`src/rtl/core/bbwa_pkg.sv`:
```
package bbwa_pkg;

  // geometry and line store
  localparam int MAX_WIDTH  = 1024;
  localparam int COL_W      = $clog2(MAX_WIDTH);
  localparam int WIDTH_W    = 11;
  localparam int HEIGHT_W   = 12;
  localparam int ROW_W      = HEIGHT_W;
  localparam int PIX_W      = 8;
  localparam int LEVEL_W    = 8;
  localparam int GAIN_W     = 9;

  // configuration port
  localparam int CFG_IDX_W  = 3;
  localparam int CFG_DATA_W = 12;

  localparam logic [WIDTH_W-1:0]  WIDTH_RESET  = WIDTH_W'(640);
  localparam logic [HEIGHT_W-1:0] HEIGHT_RESET = HEIGHT_W'(480);
  localparam logic [GAIN_W-1:0]   GAIN_RESET   = GAIN_W'(256);

  // window sum and averaging
  localparam int SUM_W    = PIX_W + 4;
  localparam int RECIP_SH = 15;
  localparam int RECIP9   = 3641;
  localparam int RECIP6   = 5462;
  localparam int MUL_W    = SUM_W + RECIP_SH;

  // attract arithmetic
  localparam int PROD_W   = 20;
  localparam int GAIN_SH  = 8;
  localparam int RES_W    = PROD_W - GAIN_SH;

  typedef enum logic [CFG_IDX_W-1:0] {
    REG_FRAME_WIDTH   = 3'd0,
    REG_FRAME_HEIGHT  = 3'd1,
    REG_ATTRACT_MODE  = 3'd2,
    REG_ATTRACT_LEVEL = 3'd3,
    REG_ATTRACT_GAIN  = 3'd4
  } cfg_reg_e;

  typedef enum logic [1:0] {
    DIV_BY4,
    DIV_BY6,
    DIV_BY9,
    DIV_SHR3
  } div_e;

  // one accepted beat on its way into the line store
  typedef struct packed {
    logic             emit;
    logic             col0;
    logic             top;
    logic             bot;
    logic             lft;
    logic             rgt;
    logic             last;
    logic [PIX_W-1:0] pix;
    logic [COL_W-1:0] col;
  } item_t;

  // masked window sum on its way into the arithmetic
  typedef struct packed {
    logic [SUM_W-1:0] sum;
    div_e             kind;
    logic             last;
  } sum_t;

endpackage

```
`src/rtl/core/bbwa_post.sv`:
```
module bbwa_post (
  input  logic                         clk_i,
  input  logic                         rst_ni,
  input  logic                         en_i,
  input  logic                         sum_vld_i,
  input  bbwa_pkg::sum_t               sum_i,
  input  logic                         attract_i,
  input  logic [bbwa_pkg::LEVEL_W-1:0] level_i,
  input  logic [bbwa_pkg::GAIN_W-1:0]  gain_i,
  output logic                         out_vld_o,
  output logic [bbwa_pkg::PIX_W-1:0]   pixel_o,
  output logic                         last_o
);

  logic                              s3_vld_q, s4_vld_q, out_vld_q;
  logic [bbwa_pkg::PIX_W-1:0]        avg_q, avg_d, avg4_q, pix_q, pix_d;
  logic                              s3_last_q, s4_last_q, last_q;
  logic signed [bbwa_pkg::PROD_W-1:0] prod_q, prod_d, diff_s, gain_s, adj;
  logic signed [bbwa_pkg::RES_W-1:0]  quo, res;
  logic [bbwa_pkg::MUL_W-1:0]        m9, m6;
  logic [bbwa_pkg::PIX_W-1:0]        sat;

  // divide the window sum by its cell count
  always_comb begin
    m9 = bbwa_pkg::MUL_W'(sum_i.sum) * bbwa_pkg::MUL_W'(bbwa_pkg::RECIP9);
    m6 = bbwa_pkg::MUL_W'(sum_i.sum) * bbwa_pkg::MUL_W'(bbwa_pkg::RECIP6);
    case (sum_i.kind)
      bbwa_pkg::DIV_BY4:  avg_d = sum_i.sum[2 +: bbwa_pkg::PIX_W];
      bbwa_pkg::DIV_SHR3: avg_d = sum_i.sum[3 +: bbwa_pkg::PIX_W];
      bbwa_pkg::DIV_BY9:  avg_d = m9[bbwa_pkg::RECIP_SH +: bbwa_pkg::PIX_W];
      bbwa_pkg::DIV_BY6:  avg_d = m6[bbwa_pkg::RECIP_SH +: bbwa_pkg::PIX_W];
      default:            avg_d = '0;
    endcase
  end

  // scale the distance from the level
  always_comb begin
    diff_s = $signed({{(bbwa_pkg::PROD_W-bbwa_pkg::PIX_W){1'b0}}, avg_q}) -
             $signed({{(bbwa_pkg::PROD_W-bbwa_pkg::LEVEL_W){1'b0}}, level_i});
    gain_s = $signed({{(bbwa_pkg::PROD_W-bbwa_pkg::GAIN_W){1'b0}}, gain_i});
    prod_d = diff_s * gain_s;
  end

  // truncate toward zero, add the level back, clamp to a pixel
  always_comb begin
    adj = prod_q[bbwa_pkg::PROD_W-1] ?
          prod_q + bbwa_pkg::PROD_W'((1 << bbwa_pkg::GAIN_SH) - 1) : prod_q;
    quo = adj[bbwa_pkg::PROD_W-1:bbwa_pkg::GAIN_SH];
    res = quo + $signed({{(bbwa_pkg::RES_W-bbwa_pkg::LEVEL_W){1'b0}}, level_i});
    if (res[bbwa_pkg::RES_W-1]) begin
      sat = '0;
    end else if (|res[bbwa_pkg::RES_W-2:bbwa_pkg::PIX_W]) begin
      sat = '1;
    end else begin
      sat = res[bbwa_pkg::PIX_W-1:0];
    end
    pix_d = attract_i ? sat : avg4_q;
  end

  always_ff @(posedge clk_i or negedge rst_ni) begin
    if (!rst_ni) begin
      s3_vld_q  <= 1'b0;
      s4_vld_q  <= 1'b0;
      out_vld_q <= 1'b0;
    end else if (en_i) begin
      s3_vld_q  <= sum_vld_i;
      s4_vld_q  <= s3_vld_q;
      out_vld_q <= s4_vld_q;
    end
  end

  always_ff @(posedge clk_i) begin
    if (en_i) begin
      avg_q     <= avg_d;
      s3_last_q <= sum_i.last;
      avg4_q    <= avg_q;
      prod_q    <= prod_d;
      s4_last_q <= s3_last_q;
      pix_q     <= pix_d;
      last_q    <= s4_last_q;
    end
  end

  assign out_vld_o = out_vld_q;
  assign pixel_o   = pix_q;
  assign last_o    = last_q;

  // every beat in stage four reaches the output register
  a_no_loss: assert property (@(posedge clk_i) disable iff (!rst_ni)
    (en_i && s4_vld_q) |=> out_vld_q)
    else $error("result dropped in the arithmetic pipe");

endmodule

```
`config.mk`:
```
export PLATFORM = sky130hd
export DESIGN_NAME = bbwa_post
export DESIGN_NICKNAME = d
export VERILOG_FILES = /design/src/rtl/core/bbwa_pkg.sv /design/src/rtl/core/bbwa_post.sv
export SDC_FILE = /design/constraint.sdc
export NUM_CORES = 1
export LEC_CHECK = 0
export BUFFER_PORTS_ARGS = -buffer_cell sky130_fd_sc_hd__buf_2
export CAP_MARGIN = 20
export CORE_MARGIN = 2
export CORE_UTILIZATION = 45
export CTS_BUF_LIST = sky130_fd_sc_hd__clkbuf_4 sky130_fd_sc_hd__clkbuf_8
export CTS_CLUSTER_DIAMETER = 50
export DETAILED_ROUTE_END_ITERATION = 10
export HOLD_SLACK_MARGIN = 0.15
export PLACE_DENSITY = 0.68
export SLEW_MARGIN = 30
export SYNTH_ARGS = -nofsm -noshare
export SYNTH_HDL_FRONTEND = slang
export SYNTH_SLANG_ARGS = --single-unit
```
`constraint.sdc`:
```
create_clock -name clk_i -period 8.23 [get_ports clk_i]
set_input_delay 0.823 -clock clk_i [delete_from_list [all_inputs] [get_ports clk_i]]
set_output_delay 0.823 -clock clk_i [all_outputs]
set_load 0.1 [all_outputs]
```
# == Word-level counts from Yosys, hierarchy flattened ==
# Cells that the tools add are included.
# totals
ff_bits,50
output_inout_bits,10
word_cells,26
# op_classes
addsub,3
mul,3
n_eq_ne,3
muxes,5
reduce_logical,2
# op_table
cell,count
$pmux 8 s4,1
$mux 8,3
$mul 12x12->23 const B,1
$mul 12x12->22 const B,1
$add 20x9->20 const B,1
$mux 20,1
$mul 9x10->19,1
$add 12x9->12,1
$sub 8x8->9,1
$eq 2x2->1 const B,2
$reduce_or 3->1,1
$eq 2x1->1 const B,1
$logic_not 2->1,1

# == Logic depth before layout (Yosys ltp) ==
# depth
ltp_word,7
mapped_depth,29
depth_no_buf,29

# == Worst setup path after synthesis ==
# No wires, ideal clock.
# synth_timing
kind,input port to flip-flop
from,input level_i[1] (netlist name)
to,"register prod_q[17] (netlist name), data pin"
setup_time_ns,0.266
arrival_time_ns,6.672
t_required_ns,7.964
path_slack_ns,1.292
cell_stages,28
path_cell_list,inv_1 > ha_1 > nor2b_1 > o21ai_0 > a21boi_0 > o21a_1 > nor2_1 > o21bai_1 > a21oi_1 > xnor2_1 > nand2_1 > fa_1 > fa_1 > inv_1 > fa_1 > fa_1 > inv_1 > fa_1 > inv_1 > ha_1 > o21ai_0 > a21boi_0 > o21ai_0 > nand2b_1 > a21o_1 > a41o_1 > o41ai_1 > xnor2_1
# synth_between
elab_chain_cells,2
# synth_lines
item,line,rtl
start: declaration,bbwa_post.sv:8,"input logic [bbwa_pkg::LEVEL_W-1:0] level_i,"
$sub 8x8->9,bbwa_post.sv:38,"diff_s = $signed({{(bbwa_pkg::PROD_W-bbwa_pkg::PIX_W){1'b0}}, avg_q}) -"
$mul 9x10->19,bbwa_post.sv:41,prod_d = diff_s * gain_s;
"named net prod_d, one bit",bbwa_post.sv:18,"logic signed [bbwa_pkg::PROD_W-1:0] prod_q, prod_d, diff_s, gain_s, adj;"
end signal: assignment,bbwa_post.sv:77,prod_q <= prod_d;
end: declaration,bbwa_post.sv:18,
# The timed path passes the listed nets, and every way through them passes these cells.
# A chain may end at the register's enable or synchronous reset.

# == Worst setup path in the final report ==
# Same ends and word-level chain as after synthesis.

==> metrics <==
status=finished clean; cells after synthesis=942; Slew @ Worst Pin=0.774 ns; antenna violations before repair=0; fin. max-slew vios=0; Final Instance Area=10,400 sq um; most frequent cells in the layout=inv_1, ha_1, fa_1, edfxtp_1, buf_2; Post-Synthesis Net Count=1,310; worst setup margin=roughly 0.86 ns; CP bufs+invs=5; post-layout util=0.493; final wirelength=~18,000 um; compound-gate portion of the synthesized area=0.0726; routed len/inst=roughly 14 um; Initial Utilization=0.458; FF+latch count, synth=about 50; CTS buffer count=5; first-pass GRT wire length=around 32,000 um; Arrival @ worst endpoint=~7.4 ns; Clock Sinks=49; maximum clock path buffer count=2; Max-cap violations=0; number of library cell types mapped by synthesis=55; CP max FO=9; area of the core=between 20,000 and 25,000 sq um; DRT iter0 DRCs=242; Post-Synth XOR/XNOR Area=0.0500; area delta synth->final=7.61%; nets@finish=1,364; main combinational cell family by area after synthesis=adder cells; Die Span X=150 um; Worst Setup Start Kind=input port; DRC viols=0; reg2reg setup slack=1.10 ns; Syn. warnings=0; HP Class=input port to async pin; post-synthesis simple-gate area fraction=0.0891; multiplexer share of the synthesized area=0.0209; TritonCTS clock tree=built; Port Buffers=46; CP max stage delay=0.54 ns; post-CTS sizing=0; Seq/Total Area, Yosys=0.151; kind of critical path=input port to flop; vias per cell=5.04; commonest non-fill, non-tap cell in the layout=inv_1; final setup fails=0; GR Overflow Total=0; layout cells sized above 1=0.0832; number of synthesized flops with an enable pin=46; All-Layer GR Usage=0.172; drt first pass iters=4; setup bufs post-CTS=0; post-route ant nets=0; largest net degree at the start of global routing=50; clk slew on worst S/H paths=0.10 ns; num rows=53; die area=around 23,000 sq um; Post-DP Area=roughly 10,000 sq um; fin crit share=0.896; Slowest cell on crit path=fa_1; syn_area_per_cell=10.2 sq um; H-tree Lvls=2; number of global-route vias before repair=6,821; Antenna diodes=0; R2R Path End=prod_q[17]; RSZ-0062 raised after global routing=no; final hold violations=0; number of fillers in the final layout=~2,000; I/O pin count=47; most frequent CP cell=fa_1; Mapped Area=~9600 sq um; adder-cell area share of the yosys netlist=0.524; family with the most delay on the worst path=adder cells; hold_buf cts=0; Fin Setup TNS=0 ns; R2R Path Start=avg_q[1]; Async S/R FF share, synth=0.0612; detailed placement HPWL=15,600 um; Final min period=approximately 7.4 ns; Die Y=150 um; Slew HR=0.480; Max Clock Skew=0.0122 ns; routability congestion estimate=approximately 0.85; CTS root buf=clkbuf_8; Worst Path Required=8.28 ns; total number of vias=around 6,400; Skew-Pair Late Insertion Delay=between 0.3 and 0.4 ns; CP Capture Type=flop; fmax=approximately 0.14 GHz; Primary FF master, synth=edfxtp_1; worst slack, placed=a little over 0.6 ns; FF-to-FF path depth=27
metrics by stage:
stage	hold slack (ns)	instances
after floorplan	0.400	942
after global routing	0.278	1272
after global placement	0.403	1264
after detailed placement	0.422	1264
final	0.284	1272
after CTS	0.281	1272
how the worst max path moves through the flow:
| stage | start | endpoint | slack (ns) | depth (start not counted) |
|---|---|---|---|---|
| after global routing | level_i[1] | prod_q[17] | 0.33 | 29 |
| after floorplan | level_i[1] | prod_q[17] | 1.29 | 28 |
| after detailed placement | level_i[1] | prod_q[17] | 0.61 | 29 |
| after CTS | level_i[1] | prod_q[17] | 0.89 | 29 |
| final | level_i[1] | prod_q[17] | 0.86 | 29 |
| after global placement | level_i[1] | prod_q[17] | 0.72 | 29 |
logic make-up after synthesis:
group,Yosys count
adders and majority gates,331
buffers and inverters,237
and+or+nand+nor,160
AOI/OAI and AO/OA,99
xor gates and xnor gates,55
DFF,49
muxes,11
synthesized netlist by cell type (5+ instances only):
library cell | instances | share of area
a21o_1 | 15 | 0.012
a21oi_1 | 21 | 0.011
a221o_1 | 8 | 0.0083
and2_1 | 43 | 0.028
edfxtp_1 | 46 | 0.14
fa_1 | 121 | 0.25
ha_1 | 210 | 0.27
inv_1 | 233 | 0.091
mux4_2 | 7 | 0.016
nand2_1 | 24 | 0.0093
nand2b_1 | 15 | 0.0097
nand3_1 | 5 | 0.0026
nor2_1 | 35 | 0.014
nor2b_1 | 14 | 0.0091
nor3_1 | 6 | 0.0031
o21a_1 | 6 | 0.0047
o21ai_0 | 17 | 0.0088
or2_2 | 5 | 0.0032
xnor2_1 | 37 | 0.034
xor2_1 | 18 | 0.016
metal layers:
layer	wire length (um)	track usage	vias up
met5	0	0	-
met4	196	0.0264	0
met3	557	0.0118	16
met2	8730	0.303	94
met1	8350	0.236	3135
li1	-	-	3162
flip-flops by register name, indices dropped and copies added (netlist names):
register	flops
prod_q	19
avg4_q	8
avg_q	8
pixel_o	8
last_o	1
out_vld_o	1
s3_last_q	1
s3_vld_q	1
s4_last_q	1
s4_vld_q	1
worst reg2reg max path, cell delays in order, from the launching register on:
cell,delay [ns]
edfxtp_1,0.45
ha_1,0.30
nor2b_1,0.11
o21ai_0,0.10
a21boi_0,0.26
o21a_1,0.14
nor2_1,0.06
o21bai_1,0.12
a21oi_1,0.10
xnor2_1,0.58
nand2_1,0.16
fa_1,0.51
fa_1,0.54
inv_1,0.06
fa_1,0.51
fa_1,0.54
inv_1,0.05
fa_1,0.49
inv_1,0.04
ha_1,0.32
o21ai_0,0.12
a21boi_0,0.15
o21ai_0,0.17
nand2b_1,0.10
a21o_1,0.19
a41o_1,0.25
o41ai_1,0.33
xnor2_1,0.11
final cells by class:
| type | instances | area [sq um] | share of cell area |
|---|---|---|---|
| Multi-Input combinational cell | 656 | 7290 | 0.703 |
| Sequential cell | 49 | 1460 | 0.140 |
| Inverter | 234 | 878 | 0.0847 |
| Tap cell | 275 | 344 | 0.0332 |
| Timing Repair Buffer | 50 | 263 | 0.0253 |
| Clock buffer | 5 | 68.8 | 0.00664 |
| Clock inverter | 3 | 68.8 | 0.00664 |
Power is left out: the tool's default activity adds up to more than one toggle a clock period on the data nets, which glitch-free logic cannot reach.
