## config.mk

```make
export PLATFORM = sky130hd
export DESIGN_NAME = bbwa_ctrl
export DESIGN_NICKNAME = d
export VERILOG_FILES = /design/src/rtl/core/bbwa_pkg.sv /design/src/rtl/core/bbwa_ctrl.sv
export SDC_FILE = /design/constraint.sdc
export NUM_CORES = 1
export LEC_CHECK = 0
export BUFFER_PORTS_ARGS = -buffer_cell sky130_fd_sc_hd__buf_2
export CAP_MARGIN = 20
export CORE_ASPECT_RATIO = 0.6
export CORE_MARGIN = 1
export CORE_UTILIZATION = 35
export CTS_BUF_LIST = sky130_fd_sc_hd__clkbuf_8
export DETAILED_ROUTE_END_ITERATION = 6
export MAX_ROUTING_LAYER = met4
export PLACE_DENSITY_LB_ADDON = 0.12
export REMOVE_ABC_BUFFERS = 1
export SLEW_MARGIN = 10
export SYNTH_ARGS = -nofsm -noshare
export SYNTH_HDL_FRONTEND = slang
export SYNTH_SLANG_ARGS = --single-unit
```

## constraint.sdc

```tcl
create_clock -name clk_i -period 12.3 [get_ports clk_i]
set_clock_uncertainty 0.2 [all_clocks]
set_input_delay 3.075 -clock clk_i [delete_from_list [all_inputs] [get_ports clk_i]]
set_output_delay 3.075 -clock clk_i [all_outputs]
set_load 0.03 [all_outputs]
```

## src/rtl/core/bbwa_pkg.sv

```systemverilog
package bbwa_pkg;

  // geometry and line store
  localparam int MAX_WIDTH  = 1024;
  localparam int COL_W      = $clog2(MAX_WIDTH);
  localparam int WIDTH_W    = 11;
  localparam int HEIGHT_W   = 12;
  localparam int ROW_W      = HEIGHT_W;
  localparam int PIX_W      = 8;
  localparam int LEVEL_W    = 8;
  localparam int GAIN_W     = 9;

  // configuration port
  localparam int CFG_IDX_W  = 3;
  localparam int CFG_DATA_W = 12;

  localparam logic [WIDTH_W-1:0]  WIDTH_RESET  = WIDTH_W'(640);
  localparam logic [HEIGHT_W-1:0] HEIGHT_RESET = HEIGHT_W'(480);
  localparam logic [GAIN_W-1:0]   GAIN_RESET   = GAIN_W'(256);

  // window sum and averaging
  localparam int SUM_W    = PIX_W + 4;
  localparam int RECIP_SH = 15;
  localparam int RECIP9   = 3641;
  localparam int RECIP6   = 5462;
  localparam int MUL_W    = SUM_W + RECIP_SH;

  // attract arithmetic
  localparam int PROD_W   = 20;
  localparam int GAIN_SH  = 8;
  localparam int RES_W    = PROD_W - GAIN_SH;

  typedef enum logic [CFG_IDX_W-1:0] {
    REG_FRAME_WIDTH   = 3'd0,
    REG_FRAME_HEIGHT  = 3'd1,
    REG_ATTRACT_MODE  = 3'd2,
    REG_ATTRACT_LEVEL = 3'd3,
    REG_ATTRACT_GAIN  = 3'd4
  } cfg_reg_e;

  typedef enum logic [1:0] {
    DIV_BY4,
    DIV_BY6,
    DIV_BY9,
    DIV_SHR3
  } div_e;

  // one accepted beat on its way into the line store
  typedef struct packed {
    logic             emit;
    logic             col0;
    logic             top;
    logic             bot;
    logic             lft;
    logic             rgt;
    logic             last;
    logic [PIX_W-1:0] pix;
    logic [COL_W-1:0] col;
  } item_t;

  // masked window sum on its way into the arithmetic
  typedef struct packed {
    logic [SUM_W-1:0] sum;
    div_e             kind;
    logic             last;
  } sum_t;

endpackage

```

## src/rtl/core/bbwa_ctrl.sv

```systemverilog
module bbwa_ctrl (
  input  logic                          clk_i,
  input  logic                          rst_ni,
  input  logic                          accept_i,
  input  logic                          clear_i,
  input  logic                          req_type_i,
  input  logic [bbwa_pkg::PIX_W-1:0]    pixel_in_i,
  input  logic [bbwa_pkg::WIDTH_W-1:0]  width_i,
  input  logic [bbwa_pkg::HEIGHT_W-1:0] height_i,
  output logic                          item_vld_o,
  output bbwa_pkg::item_t               item_o
);

  logic [bbwa_pkg::COL_W-1:0]   in_col_q, in_col_d;
  logic [bbwa_pkg::ROW_W-1:0]   in_row_q, in_row_d;
  logic [bbwa_pkg::COL_W-1:0]   out_col_q, out_col_d;
  logic [bbwa_pkg::ROW_W-1:0]   out_row_q, out_row_d;
  logic [bbwa_pkg::WIDTH_W-1:0] pend_q, pend_d;

  logic                         at_start, is_pix, is_drain, restart, emit;
  logic [bbwa_pkg::WIDTH_W-1:0] w_plus1, pend_eff, oc_inc, ic_inc;
  logic [bbwa_pkg::COL_W-1:0]   oc, drain_col;
  logic [bbwa_pkg::ROW_W-1:0]   orow;
  logic [bbwa_pkg::ROW_W:0]     or_inc, ir_inc;
  logic                         top, bot, rgt;

  // classify the beat against the stream position
  always_comb begin
    at_start  = (in_row_q == '0) && (in_col_q == '0);
    w_plus1   = width_i + bbwa_pkg::WIDTH_W'(1);
    is_pix    = accept_i && !req_type_i;
    is_drain  = accept_i && req_type_i && at_start && (pend_q != '0);
    restart   = is_pix && at_start && (pend_q != '0) && (pend_q < w_plus1);
    pend_eff  = restart ? '0 : pend_q;
    emit      = is_pix ? (pend_eff == w_plus1) : is_drain;
    oc        = restart ? '0 : out_col_q;
    orow      = restart ? '0 : out_row_q;
    oc_inc    = bbwa_pkg::WIDTH_W'(oc) + bbwa_pkg::WIDTH_W'(1);
    drain_col = (oc_inc >= width_i) ? '0 : oc_inc[bbwa_pkg::COL_W-1:0];
    top       = (orow == '0);
    bot       = (orow == height_i - bbwa_pkg::HEIGHT_W'(1));
    rgt       = (bbwa_pkg::WIDTH_W'(oc) == width_i - bbwa_pkg::WIDTH_W'(1));
  end

  // build the beat for the line store
  always_comb begin
    item_vld_o  = is_pix || is_drain;
    item_o.emit = emit;
    item_o.col  = req_type_i ? drain_col : in_col_q;
    item_o.col0 = (item_o.col == '0);
    item_o.top  = top;
    item_o.bot  = bot;
    item_o.lft  = (oc == '0);
    item_o.rgt  = rgt;
    item_o.last = bot && rgt;
    item_o.pix  = req_type_i ? '0 : pixel_in_i;
  end

  // advance input position, output position and the pending count
  always_comb begin
    ic_inc   = bbwa_pkg::WIDTH_W'(in_col_q) + bbwa_pkg::WIDTH_W'(1);
    ir_inc   = {1'b0, in_row_q} + 1'b1;
    or_inc   = {1'b0, orow} + 1'b1;
    in_col_d = in_col_q;
    in_row_d = in_row_q;
    if (is_pix) begin
      if (ic_inc >= width_i) begin
        in_col_d = '0;
        in_row_d = (ir_inc >= {1'b0, height_i}) ? '0 : ir_inc[bbwa_pkg::ROW_W-1:0];
      end else begin
        in_col_d = ic_inc[bbwa_pkg::COL_W-1:0];
      end
    end
    out_col_d = oc;
    out_row_d = orow;
    if (emit) begin
      if (oc_inc >= width_i) begin
        out_col_d = '0;
        out_row_d = (or_inc >= {1'b0, height_i}) ? '0 : or_inc[bbwa_pkg::ROW_W-1:0];
      end else begin
        out_col_d = oc_inc[bbwa_pkg::COL_W-1:0];
      end
    end
    pend_d = pend_q;
    if (is_pix) begin
      pend_d = emit ? pend_eff : pend_eff + bbwa_pkg::WIDTH_W'(1);
    end else if (is_drain) begin
      pend_d = pend_q - bbwa_pkg::WIDTH_W'(1);
    end
    if (clear_i) begin
      in_col_d  = '0;
      in_row_d  = '0;
      out_col_d = '0;
      out_row_d = '0;
      pend_d    = '0;
    end
  end

  always_ff @(posedge clk_i or negedge rst_ni) begin
    if (!rst_ni) begin
      in_col_q  <= '0;
      in_row_q  <= '0;
      out_col_q <= '0;
      out_row_q <= '0;
      pend_q    <= '0;
    end else begin
      in_col_q  <= in_col_d;
      in_row_q  <= in_row_d;
      out_col_q <= out_col_d;
      out_row_q <= out_row_d;
      pend_q    <= pend_d;
    end
  end

  // the tail never holds more than one row plus one pixel
  a_pend_bound: assert property (@(posedge clk_i) disable iff (!rst_ni)
    pend_q <= w_plus1)
    else $error("pending count above one row plus one pixel");

  // both columns stay inside the row
  a_cols_in_row: assert property (@(posedge clk_i) disable iff (!rst_ni)
    (bbwa_pkg::WIDTH_W'(in_col_q) < width_i) && (bbwa_pkg::WIDTH_W'(out_col_q) < width_i))
    else $error("column position outside the row");

  // a drain always comes out as a result
  a_drain_emits: assert property (@(posedge clk_i) disable iff (!rst_ni)
    is_drain |-> (emit && item_vld_o && (pend_q != '0)))
    else $error("drain accepted without a result");

endmodule

```

# --- Word level (Yosys, flattened, before mapping) ---
# Cells that the tools add are included.
word_totals:
  regBits: 55
op_classes:
  n_reduce_logical: 21
  order_cmp: 5
  n_addsub: 9
  muxes: 24
  n_eq_ne: 3
ops:
  columns: ["op", "count"]
  rows:
  - ["2-to-1 mux 12 bit", 9]
  - ["2-to-1 mux 10 bit", 8]
  - ["2-to-1 mux 11 bit", 5]
  - ["logical NOT 10 bit", 3]
  - ["adder 12 x 1 -> 13 bit, second input constant", 2]
  - [">= comparator 13 x 12 -> 1 bit", 2]
  - ["logical NOT 12 bit", 2]
  - ["adder 10 x 1 -> 11 bit, second input constant", 2]
  - ["adder 11 x 1 -> 11 bit, second input constant", 2]
  - [">= comparator 11 bit", 2]
  - ["subtractor 11 x 1 -> 11 bit, second input constant", 2]
  - ["equality test 12 bit", 1]
  - ["subtractor 12 x 1 -> 12 bit, second input constant", 1]
  - ["equality test 10 x 11 -> 1 bit", 1]
  - ["equality test 11 bit", 1]
  - ["less-than comparator 11 bit", 1]
  - ["nonzero test 11 bit", 1]
  - ["logical AND 1 bit", 9]
  - ["2-to-1 mux 8 bit", 1]
  - ["nonzero test 2 bit", 2]
  - ["nonzero test 3 bit", 1]
  - ["AND reduction 2 bit", 1]
  - ["logical NOT 1 bit", 1]
  - ["logical OR 1 bit", 1]
  - ["2-to-1 mux 1 bit", 1]

# --- Longest topological paths before layout ---
# Gate-level depths: netlist of the first run.
logic_depth:
  ltp_word: 12
  depth_mapped: 27
  ltp_nobuf: 26

# --- Worst setup path after synthesis of the first run ---
# Ideal clock, no wire load.
synth_path:
  path_type: "in2out"
  start: "input width_i[2] (netlist name)"
  end: "output item_o[23] (netlist name)"
  path_slack_ns: -0.059
  path_stages: 22
  path_buffers: 4
  t_arrival_ns: 9.084
  path_cell_list: "buf_2 > nand4_4 > or3_4 > xnor2_1 > ha_1 > a211oi_1 > nor2_1 > nor4_2 > and2_4 > clkbuf_1 > buf_1 > buf_1 > nor2_1 > ha_1 > o21a_1 > o21a_1 > o221ai_1 > o21ai_1 > nor3_1 > mux2_2 > or4_1 > nor4b_1"
synth_lines:
  columns: ["element", "line_no", "source"]
  rows:
  - ["start: declaration", "bbwa_ctrl.sv:8", "input logic [bbwa_pkg::WIDTH_W-1:0] width_i,"]
  - ["end: declaration", "bbwa_ctrl.sv:11", "output bbwa_pkg::item_t item_o"]

==> summary.txt, run 1 <==
Run status
  • Result of the run: complete, no violations

Power
  • Share of total power in sequential cells: 39.1%
  • Share of total power in the clock network: 23.5%
  • Internal power component: 298 µW
  • Switching part of the total power: 41.9%
  • Combinational group share of total power: 37.4%
  • NetSw: 215 µW
  • Total power: 513 µW
  • Static Leakage: 3.37 nW
  • Power per cell area: 68.3 mW/mm²
  • Max rail drop VDD: 0.0461 mV

Floorplanning
  • Starting density of the core: 36.0%
  • Io pins: 62
  • Core area: 0.0192 mm²
  • Die outline height: 111 µm
  • # rows: 39
  • Die Outline Area: 0.0203 mm²
  • Die width: 183 µm

Worst setup path
  • Largest incremental delay on the critical path: 520 ps
  • Crit path arrival time: 8650 ps
  • Worst setup SP type: primary input
  • Buffers plus inverters on the worst setup path: 4
  • Cell repeated most along the worst path: sky130_fd_sc_hd__ha_1
  • Kind of cell adding the most delay to the critical path: simple AND/OR/NAND/NOR gates
  • Required time at the endpoint of the critical path: 9020 ps
  • Critical Path Fanout Max: 8
  • RR Startpoint: pend_q[0]$_DFFE_PN0P_
  • Critical path's slowest cell: sky130_fd_sc_hd__or4_1
  • Type of element capturing the critical path: output pin
  • Crit path launch: width_i[0]
  • Crit path kind: in -> out

Placed design
  • Detailed Place HPWL: 17,500 µm
  • Dpl cell area: 0.00741 mm²
  • Global placer's final weighted congestion: 0.877
  • Number of buffer cells added on primary ports: 61
  • Placed Cells incl. Taps: 1,186
  • Placement-stage worst setup slack: 211 ps

Timing
  • Max Slew Vio Count: 0
  • Final critical path time including I/O delays and setup: 11,930 ps
  • Worst relative slew slack: 38.1%
  • Least setup slack across all paths after layout: 374 ps
  • Endpoints failing hold: 0
  • Slew of the pin with the lowest slew margin: 927 ps
  • RSZ-0062 raised after global routing: no
  • Fmax achieved: 83.8 MHz
  • Period Utilization, post-route: 97.0%
  • Final setup vio count: 0
  • Min Hold Slack: 375 ps
  • Setup TNS: 0 ps

Layout
  • Most common library cell in the layout ignoring fill and taps: sky130_fd_sc_hd__nand2_1
  • Share of layout cells above drive strength 1: 12.8%
  • Antenna cells: 0
  • Non-filler instance count after layout: 1,194
  • Utilization after layout: 39.2%
  • Layout Cell Area excl Fill: 0.00752 mm²
  • Layout area overhead: 8.94%
  • Highest-count cells in the layout ignoring fill and taps: sky130_fd_sc_hd__nand2_1 (85), sky130_fd_sc_hd__ha_1 (70), sky130_fd_sc_hd__nor2_1 (69)
  • Net count reported at finish: 1,033

Hold path
  • Hold path startpoint: in_col_q[6]$_DFFE_PN0P_
  • Hold Path Class: reg -> reg

Synth
  • FFs w/ async S/R, synth: 100%
  • Cell count after synthesis: 901
  • Area fraction of the dominant cell type after synthesis: 19.9%
  • Synthesis warning total: 0
  • Number of enable flip-flop cells after synthesis: 0
  • Cells taking the most area after synthesis: sky130_fd_sc_hd__dfrtp_1 (20%), sky130_fd_sc_hd__ha_1 (13%), sky130_fd_sc_hd__xnor2_1 (6.3%), sky130_fd_sc_hd__nand2_1 (4.6%), sky130_fd_sc_hd__nor2_1 (3.9%)
  • Number of storage elements in the synthesis netlist: 55
  • Post-Syn Area: 0.00690 mm²
  • Synth Flop Type: sky130_fd_sc_hd__dfrtp_1
  • Post-synthesis sequential area ratio: 19.9%
  • Count of distinct cell types in the synthesized netlist: 81
  • Largest area contributor in the netlist: sky130_fd_sc_hd__dfrtp_1
  • Average cell area after synthesis: 7.66 µm²

Global route
  • Wire length of the first global-routing pass: 35,600 µm
  • Largest net degree at the start of global routing: 56
  • Gr usage total: 23.0%
  • Number of global-route vias before repair: 6,188
  • Total overflow reported by the global router: 0
  • Initial antenna violation count: 0

CTS
  • Number of clock sinks: 55
  • TritonCTS clock tree: yes
  • CTS H-Tree Depth: 2
  • Buffer cell driving the clock tree root: sky130_fd_sc_hd__clkbuf_8
  • Maximum count of clock buffers along a single path: 2
  • Post-CTS setup buffer count: 0
  • Clock-pin transition on the worst setup and hold timing paths: 120 ps
  • Insertion delay of the later-clocked pin in the worst-skew pair: 350 ps
  • CTS buffer count: 5

Drt
  • Wirelength per Cell: 18.6 µm
  • Vias after detailed routing: 6,710
  • Drc violations: 0
  • DRT Wirelength: 22,200 µm
  • First DRT Iteration DRCs: 609
  • Vias per inst: 5.62
  • Initial DRT Pass Iterations: 5
  • Post-route antenna net violation count: 0

Flow run
  • Maxcap violations: 0
==> final timing paths <==
kind                                            to  slack [ps]  depth (start not counted)
hold / removal             in_col_q[6]$_DFFE_PN0P_         380                          1
max in group asynchronous   out_row_q[4]$_DFF_PN0_        8720                          2
setup reg to reg            out_row_q[2]$_DFF_PN0_        6150                         21
hold reg to reg            in_col_q[6]$_DFFE_PN0P_         380                          1
setup / recovery                        item_o[23]         370                         26
min in group asynchronous    pend_q[2]$_DFFE_PN0P_        2670                          2
==> per-layer routing <==
| metal | part of all wire (%) | up-vias | wire, µm | global-route usage, % |
|---|---|---|---|---|
| li1 | - | 3343 | - | - |
| met1 | 55 | 3142 | 12200 | 36.4 |
| met2 | 38 | 218 | 8490 | 30.6 |
| met3 | 6.5 | 7 | 1440 | 3.71 |
| met4 | 0.40 | 0 | 89 | 2.56 |
| met5 | 0 | - | 0 | - |
==> what timing repair did <==
item / 4_1_cts / 5_1_grt
gates resized for setup: 0 / 4
hold buffers: 0 / 0
endpoints found under the setup margin: 0 / 1
endpoints found under the hold margin: 0 / 0
==> power by group through the flow <==
stage          Clock, mW  Combinational, mW  Sequential (mW)
2_1_floorplan          0              0.124            0.198
3_3_place_gp           0              0.191            0.204
3_5_place_dp           0              0.189            0.204
4_1_cts            0.125              0.191            0.200
5_1_grt            0.132              0.212            0.202
6_report           0.121              0.192            0.201
==> logic make-up after synthesis <==
family,Yosys count,share of synthesized area (%)
DFF,55,19.9
muxes,13,2.01
xor gates and xnor gates,71,9.21
adders and majority gates,70,12.7
and+or+nand+nor,385,30.5
AOI/OAI and AO/OA,203,19.4
buffers and inverters,104,6.18
==> cells in the mapped netlist, types with 4 or more instances <==
master                     count
sky130_fd_sc_hd__inv_1        46
sky130_fd_sc_hd__nor2b_1      15
sky130_fd_sc_hd__nand2_1      85
sky130_fd_sc_hd__and4_1        8
sky130_fd_sc_hd__nor3_1       25
sky130_fd_sc_hd__nand2b_1     15
sky130_fd_sc_hd__a21o_1       11
sky130_fd_sc_hd__nor2_1       71
sky130_fd_sc_hd__xor2_1       20
sky130_fd_sc_hd__nor3b_1       4
sky130_fd_sc_hd__mux2_2        7
sky130_fd_sc_hd__o31ai_1       8
sky130_fd_sc_hd__a31oi_1      11
sky130_fd_sc_hd__xnor2_1      50
sky130_fd_sc_hd__or4_1         6
sky130_fd_sc_hd__nor4b_1       4
sky130_fd_sc_hd__and3_1       25
sky130_fd_sc_hd__nor4_1       22
sky130_fd_sc_hd__a32o_1        8
sky130_fd_sc_hd__a21boi_0      4
sky130_fd_sc_hd__nand3_1      52
sky130_fd_sc_hd__o211ai_1      7
sky130_fd_sc_hd__o21ai_0      48
sky130_fd_sc_hd__or3_1         6
sky130_fd_sc_hd__and2_1        4
sky130_fd_sc_hd__o21a_1        9
sky130_fd_sc_hd__dfrtp_1      55
sky130_fd_sc_hd__buf_2         7
sky130_fd_sc_hd__ha_1         70
sky130_fd_sc_hd__nand4_1      19
sky130_fd_sc_hd__buf_4         5
sky130_fd_sc_hd__a211oi_1      5
sky130_fd_sc_hd__a21oi_1      50
sky130_fd_sc_hd__clkbuf_1     41
sky130_fd_sc_hd__o21ai_1       5
sky130_fd_sc_hd__mux2i_1       6
==> layout make-up <==
| class | count | area (µm²) |
|---|---|---|
| fillers | 2006 | 11700 |
| multi-input cells | 742 | 5120 |
| flip-flops and latches | 55 | 1380 |
| repair buffers | 76 | 418 |
| well taps | 266 | 333 |
| inverters | 47 | 176 |
| clock buffers | 5 | 68.8 |
| clock inverters | 3 | 26.3 |
==> state kept, by name, summed over array words and instances, names as in the netlist <==
name and count:
in_row_q 12, out_row_q 12, out_col_q 10, pend_q 11, in_col_q 10
Note: power is estimated with default switching activity, not from simulation.
==> inputs of run 2 (changes only) <==
--- a/config.mk
+++ b/config.mk
@@ -5,6 +5,7 @@
 export SDC_FILE = /design/constraint.sdc
 export NUM_CORES = 1
 export LEC_CHECK = 0
+export ABC_AREA = 1
 export BUFFER_PORTS_ARGS = -buffer_cell sky130_fd_sc_hd__buf_2
 export CAP_MARGIN = 20
 export CORE_ASPECT_RATIO = 0.6
==> run 2 against run 1 <==
Net effect: clock power barely moved; first-iteration DRC count rose by 44%; critical endpoint unchanged; worst setup slack improved by 180 ps; synthesized cell count rose by 26%; sequential cell count did not move; fmax rose by 1.5%; worst hold slack improved by 3.6 ps; routed wire length rose by 4.5%; critical path depth rose by 9; non-clock buffer count fell by 12; largest cell class unchanged; largest power group is now combinational cells; die area rose by 2.5%; register-to-register slack improved by 810 ps.
==> summary.txt, run 2 <==
Run status
  • Result of the run: complete, no violations

Worst setup path
  • Buffers plus inverters on the worst setup path: 8 (+4)
  • Critical path's slowest cell: sky130_fd_sc_hd__ha_1
  • Required time at the endpoint of the critical path: 9020 ps (about the same)
  • R2R cell count: 27 (+29%)
  • Kind of cell adding the most delay to the critical path: simple AND/OR/NAND/NOR gates
  • Largest incremental delay on the critical path: 310 ps (-210 ps)
  • Crit path kind: in -> out
  • Critical Path Fanout Max: 26 (+18)
  • CP Depth: 35 (+35%)
  • Type of element capturing the critical path: output pin
  • Worst setup SP type: primary input
  • Crit path arrival time: 8470 ps (-180 ps)
  • Worst reg-to-reg setup slack: 6960 ps (+810 ps)

Timing
  • Fmax achieved: 85.1 MHz (+1.5%)
  • RSZ-0062 raised after global routing: no
  • Final setup vio count: 0 (unchanged)
  • Worst relative slew slack: 37.4% (-0.69 points)
  • Period Utilization, post-route: 95.5% (-1.5 points)
  • Endpoints failing hold: 0 (unchanged)
  • Slew of the pin with the lowest slew margin: 939 ps (+12.3 ps)
  • Final critical path time including I/O delays and setup: 11,750 ps (-180 ps)
  • Max Slew Vio Count: 0 (unchanged)
  • Setup TNS: 0 ps (unchanged)

Synth
  • Count of distinct cell types in the synthesized netlist: 49 (-40%)
  • Area fraction of the dominant cell type after synthesis: 19.5% (-0.49 points)
  • FFs w/ async S/R, synth: 100% (unchanged)
  • Post-synth top cells: sky130_fd_sc_hd__nand2_1 (284), sky130_fd_sc_hd__inv_1 (159), sky130_fd_sc_hd__nor2_1 (123)
  • Number of storage elements in the synthesis netlist: 55 (unchanged)
  • Synthesis warning total: 0 (unchanged)
  • Number of enable flip-flop cells after synthesis: 0 (unchanged)
  • Count leader, synth: sky130_fd_sc_hd__nand2_1
  • Post-Syn Area: 0.00707 mm² (+2.5%)
  • Cells taking the most area after synthesis: sky130_fd_sc_hd__dfrtp_1 (19%), sky130_fd_sc_hd__nand2_1 (15%), sky130_fd_sc_hd__ha_1 (12%), sky130_fd_sc_hd__inv_1 (8.4%), sky130_fd_sc_hd__nand3_1 (7.3%)
  • Average cell area after synthesis: 6.25 µm² (-18%)
  • Synth Flop Type: sky130_fd_sc_hd__dfrtp_1
  • Largest area contributor in the netlist: sky130_fd_sc_hd__dfrtp_1
  • Cell count after synthesis: 1,132 (+26%)
  • Post-synthesis sequential area ratio: 19.5% (-0.49 points)

CTS
  • CTS H-Tree Depth: 2 (unchanged)
  • Buffer cell driving the clock tree root: sky130_fd_sc_hd__clkbuf_8
  • Post-CTS setup buffer count: 0 (unchanged)
  • Clock-pin transition on the worst setup and hold timing paths: 130 ps (about the same)
  • Maximum count of clock buffers along a single path: 2 (unchanged)
  • CTS buffer count: 5 (unchanged)
  • Number of clock sinks: 55 (unchanged)
  • Post-CTS Hold Fix Bufs: 0 (unchanged)
  • Insertion delay of the later-clocked pin in the worst-skew pair: 370 ps (+20 ps)
  • TritonCTS clock tree: yes

Power
  • Max rail drop VDD: 0.0445 mV (-3.6%)
  • Combinational group share of total power: 45.7% (+8.3 points)
  • Power per cell area: 81.1 mW/mm² (+19%)
  • NetSw: 293 µW (+36%)
  • Switching part of the total power: 47.5% (+5.6 points)
  • Share of total power in sequential cells: 34.6% (-4.5 points)
  • Share of total power in the clock network: 19.7% (-3.8 points)
  • Static Leakage: 4.36 nW (+29%)
  • Internal power component: 324 µW (+8.5%)

Drt
  • Drc violations: 0 (unchanged)
  • Initial DRT Pass Iterations: 5 (unchanged)
  • Post-route antenna net violation count: 0 (unchanged)
  • Vias per inst: 5.11 (-9.0%)
  • Wirelength per Cell: 16.2 µm (-13%)
  • Vias after detailed routing: 7,344 (+9.4%)
  • First DRT Iteration DRCs: 875 (+44%)
  • DRT Wirelength: 23,200 µm (+4.5%)

Global route
  • Number of global-route vias before repair: 6,302 (+1.8%)
  • Wire length of the first global-routing pass: 36,400 µm (+2.4%)
  • Initial antenna violation count: 0 (unchanged)
  • Largest net degree at the start of global routing: 56 (unchanged)
  • Total overflow reported by the global router: 0 (unchanged)
  • Gr usage total: 23.6% (+0.53 points)

Layout
  • Highest-count cells in the layout ignoring fill and taps: sky130_fd_sc_hd__nand2_1 (284), sky130_fd_sc_hd__inv_1 (159), sky130_fd_sc_hd__nor2_1 (123)
  • Most common library cell in the layout ignoring fill and taps: sky130_fd_sc_hd__nand2_1
  • Utilization after layout: 39.1% (-0.061 points)
  • Antenna cells: 0 (unchanged)
  • Net count reported at finish: 1,275 (+23%)
  • Layout area overhead: 7.47%
  • Largest registers ranked by flip-flop count: in_row_q: 12 flops, out_row_q: 12 flops, pend_q: 11 flops
  • Fill cell total of the finished layout: 2,164 (+7.9%)
  • Share of layout cells above drive strength 1: 9.83% (-3.0 points)

Hold path
  • Hold Path Class: reg -> reg
  • Worst hold path cell count: 2 (+1)

Placed design
  • Number of buffer cells added on primary ports: 61 (unchanged)
  • Detailed Place HPWL: 18,900 µm (+8.1%)
  • Global placer's final weighted congestion: 0.944 (+7.7%)

Flow run
  • Maxcap violations: 0 (unchanged)

Floorplanning
  • Core area: 0.0194 mm² (+1.3%)
  • Die outline height: 112 µm (+1.2%)
  • Io pins: 62 (unchanged)
  • # rows: 39 (unchanged)
  • Die Outline Area: 0.0208 mm² (+2.5%)
  • Starting density of the core: 36.4% (+0.44 points)
  • Die width: 186 µm (+1.2%)
-- run 2: worst min-delay path: stages, from the launching register on --
cell,delay [ps]
sky130_fd_sc_hd__dfrtp_1,430
sky130_fd_sc_hd__nand2_1,70
sky130_fd_sc_hd__nand2_1,60
-- run 2: cell type report --
class | instances | area (µm²) | share of cell area [%]
multi-input combinational | 871 | 4820 | 63.4
inverter | 172 | 647 | 8.51
sequential | 55 | 1380 | 18.1
timing repair buffer | 64 | 332 | 4.36
clock inverter | 3 | 27.5 | 0.362
tap | 266 | 333 | 4.38
clock buffer | 5 | 68.8 | 0.905
-- run 2: cells by family (layout without fill, tap and decap cells) --
logic type / after synthesis / in the layout / share of synthesized area, %
XOR/XNOR: 57 / 57 / 7.06
adder cells (fa/ha/maj): 70 / 70 / 12.4
AND/OR/NAND/NOR: 622 / 622 / 39.2
AO/OA/AOI/OAI: 122 / 122 / 9.48
flip-flops: 55 / 55 / 19.5
buffers and inverters: 206 / 244 / 12.4
-- run 2: routing by layer --
| layer | track usage (%) | up-vias | wire length, µm |
|---|---|---|---|
| met3 | 3.86 | 11 | 1500 |
| met5 | - | - | 0 |
| met2 | 28.4 | 220 | 8550 |
| met4 | 2.70 | 0 | 144 |
| li1 | - | 3747 | - |
| met1 | 39.4 | 3366 | 13000 |
-- run 2: power groups by stage --
stage	clock, mW	sequential, mW	combinational [mW]
after floorplan	0	0.209	0.195
after global placement	0	0.217	0.282
after detailed placement	0	0.216	0.279
after CTS	0.128	0.213	0.280
after global routing	0.134	0.215	0.317
final	0.121	0.213	0.282
-- run 2: worst paths after layout --
path / startpoint / endpoint
setup / recovery: width_i[0] / item_o[23]
hold / removal: in_row_q[11]$_DFFE_PN0P_ / in_row_q[11]$_DFFE_PN0P_
setup reg to reg: pend_q[8]$_DFFE_PN0P_ / out_row_q[0]$_DFF_PN0_
hold reg to reg: in_row_q[11]$_DFFE_PN0P_ / in_row_q[11]$_DFFE_PN0P_
max in group asynchronous: rst_ni / pend_q[9]$_DFFE_PN0P_
min in group asynchronous: rst_ni / out_row_q[4]$_DFF_PN0_
-- run 2: what timing repair did --
item                       4_1_cts  5_1_grt
hold endpoints to repair         0        0
resized for setup                0        1
setup endpoints to repair        0        1
-- run 2: per-stage QoR --
step                cells  hold slack (ps)  setup slack (ps)  total power, mW  instance area [µm²]
finish               1436              379               554            0.616                 7600
global route         1436              433              5.14            0.666                 7600
global placement     1428              352               628            0.499                 7500
CTS                  1436              377               568            0.621                 7600
floorplan            1098              311               944            0.404                 6840
detailed placement   1428              345               582            0.495                 7500
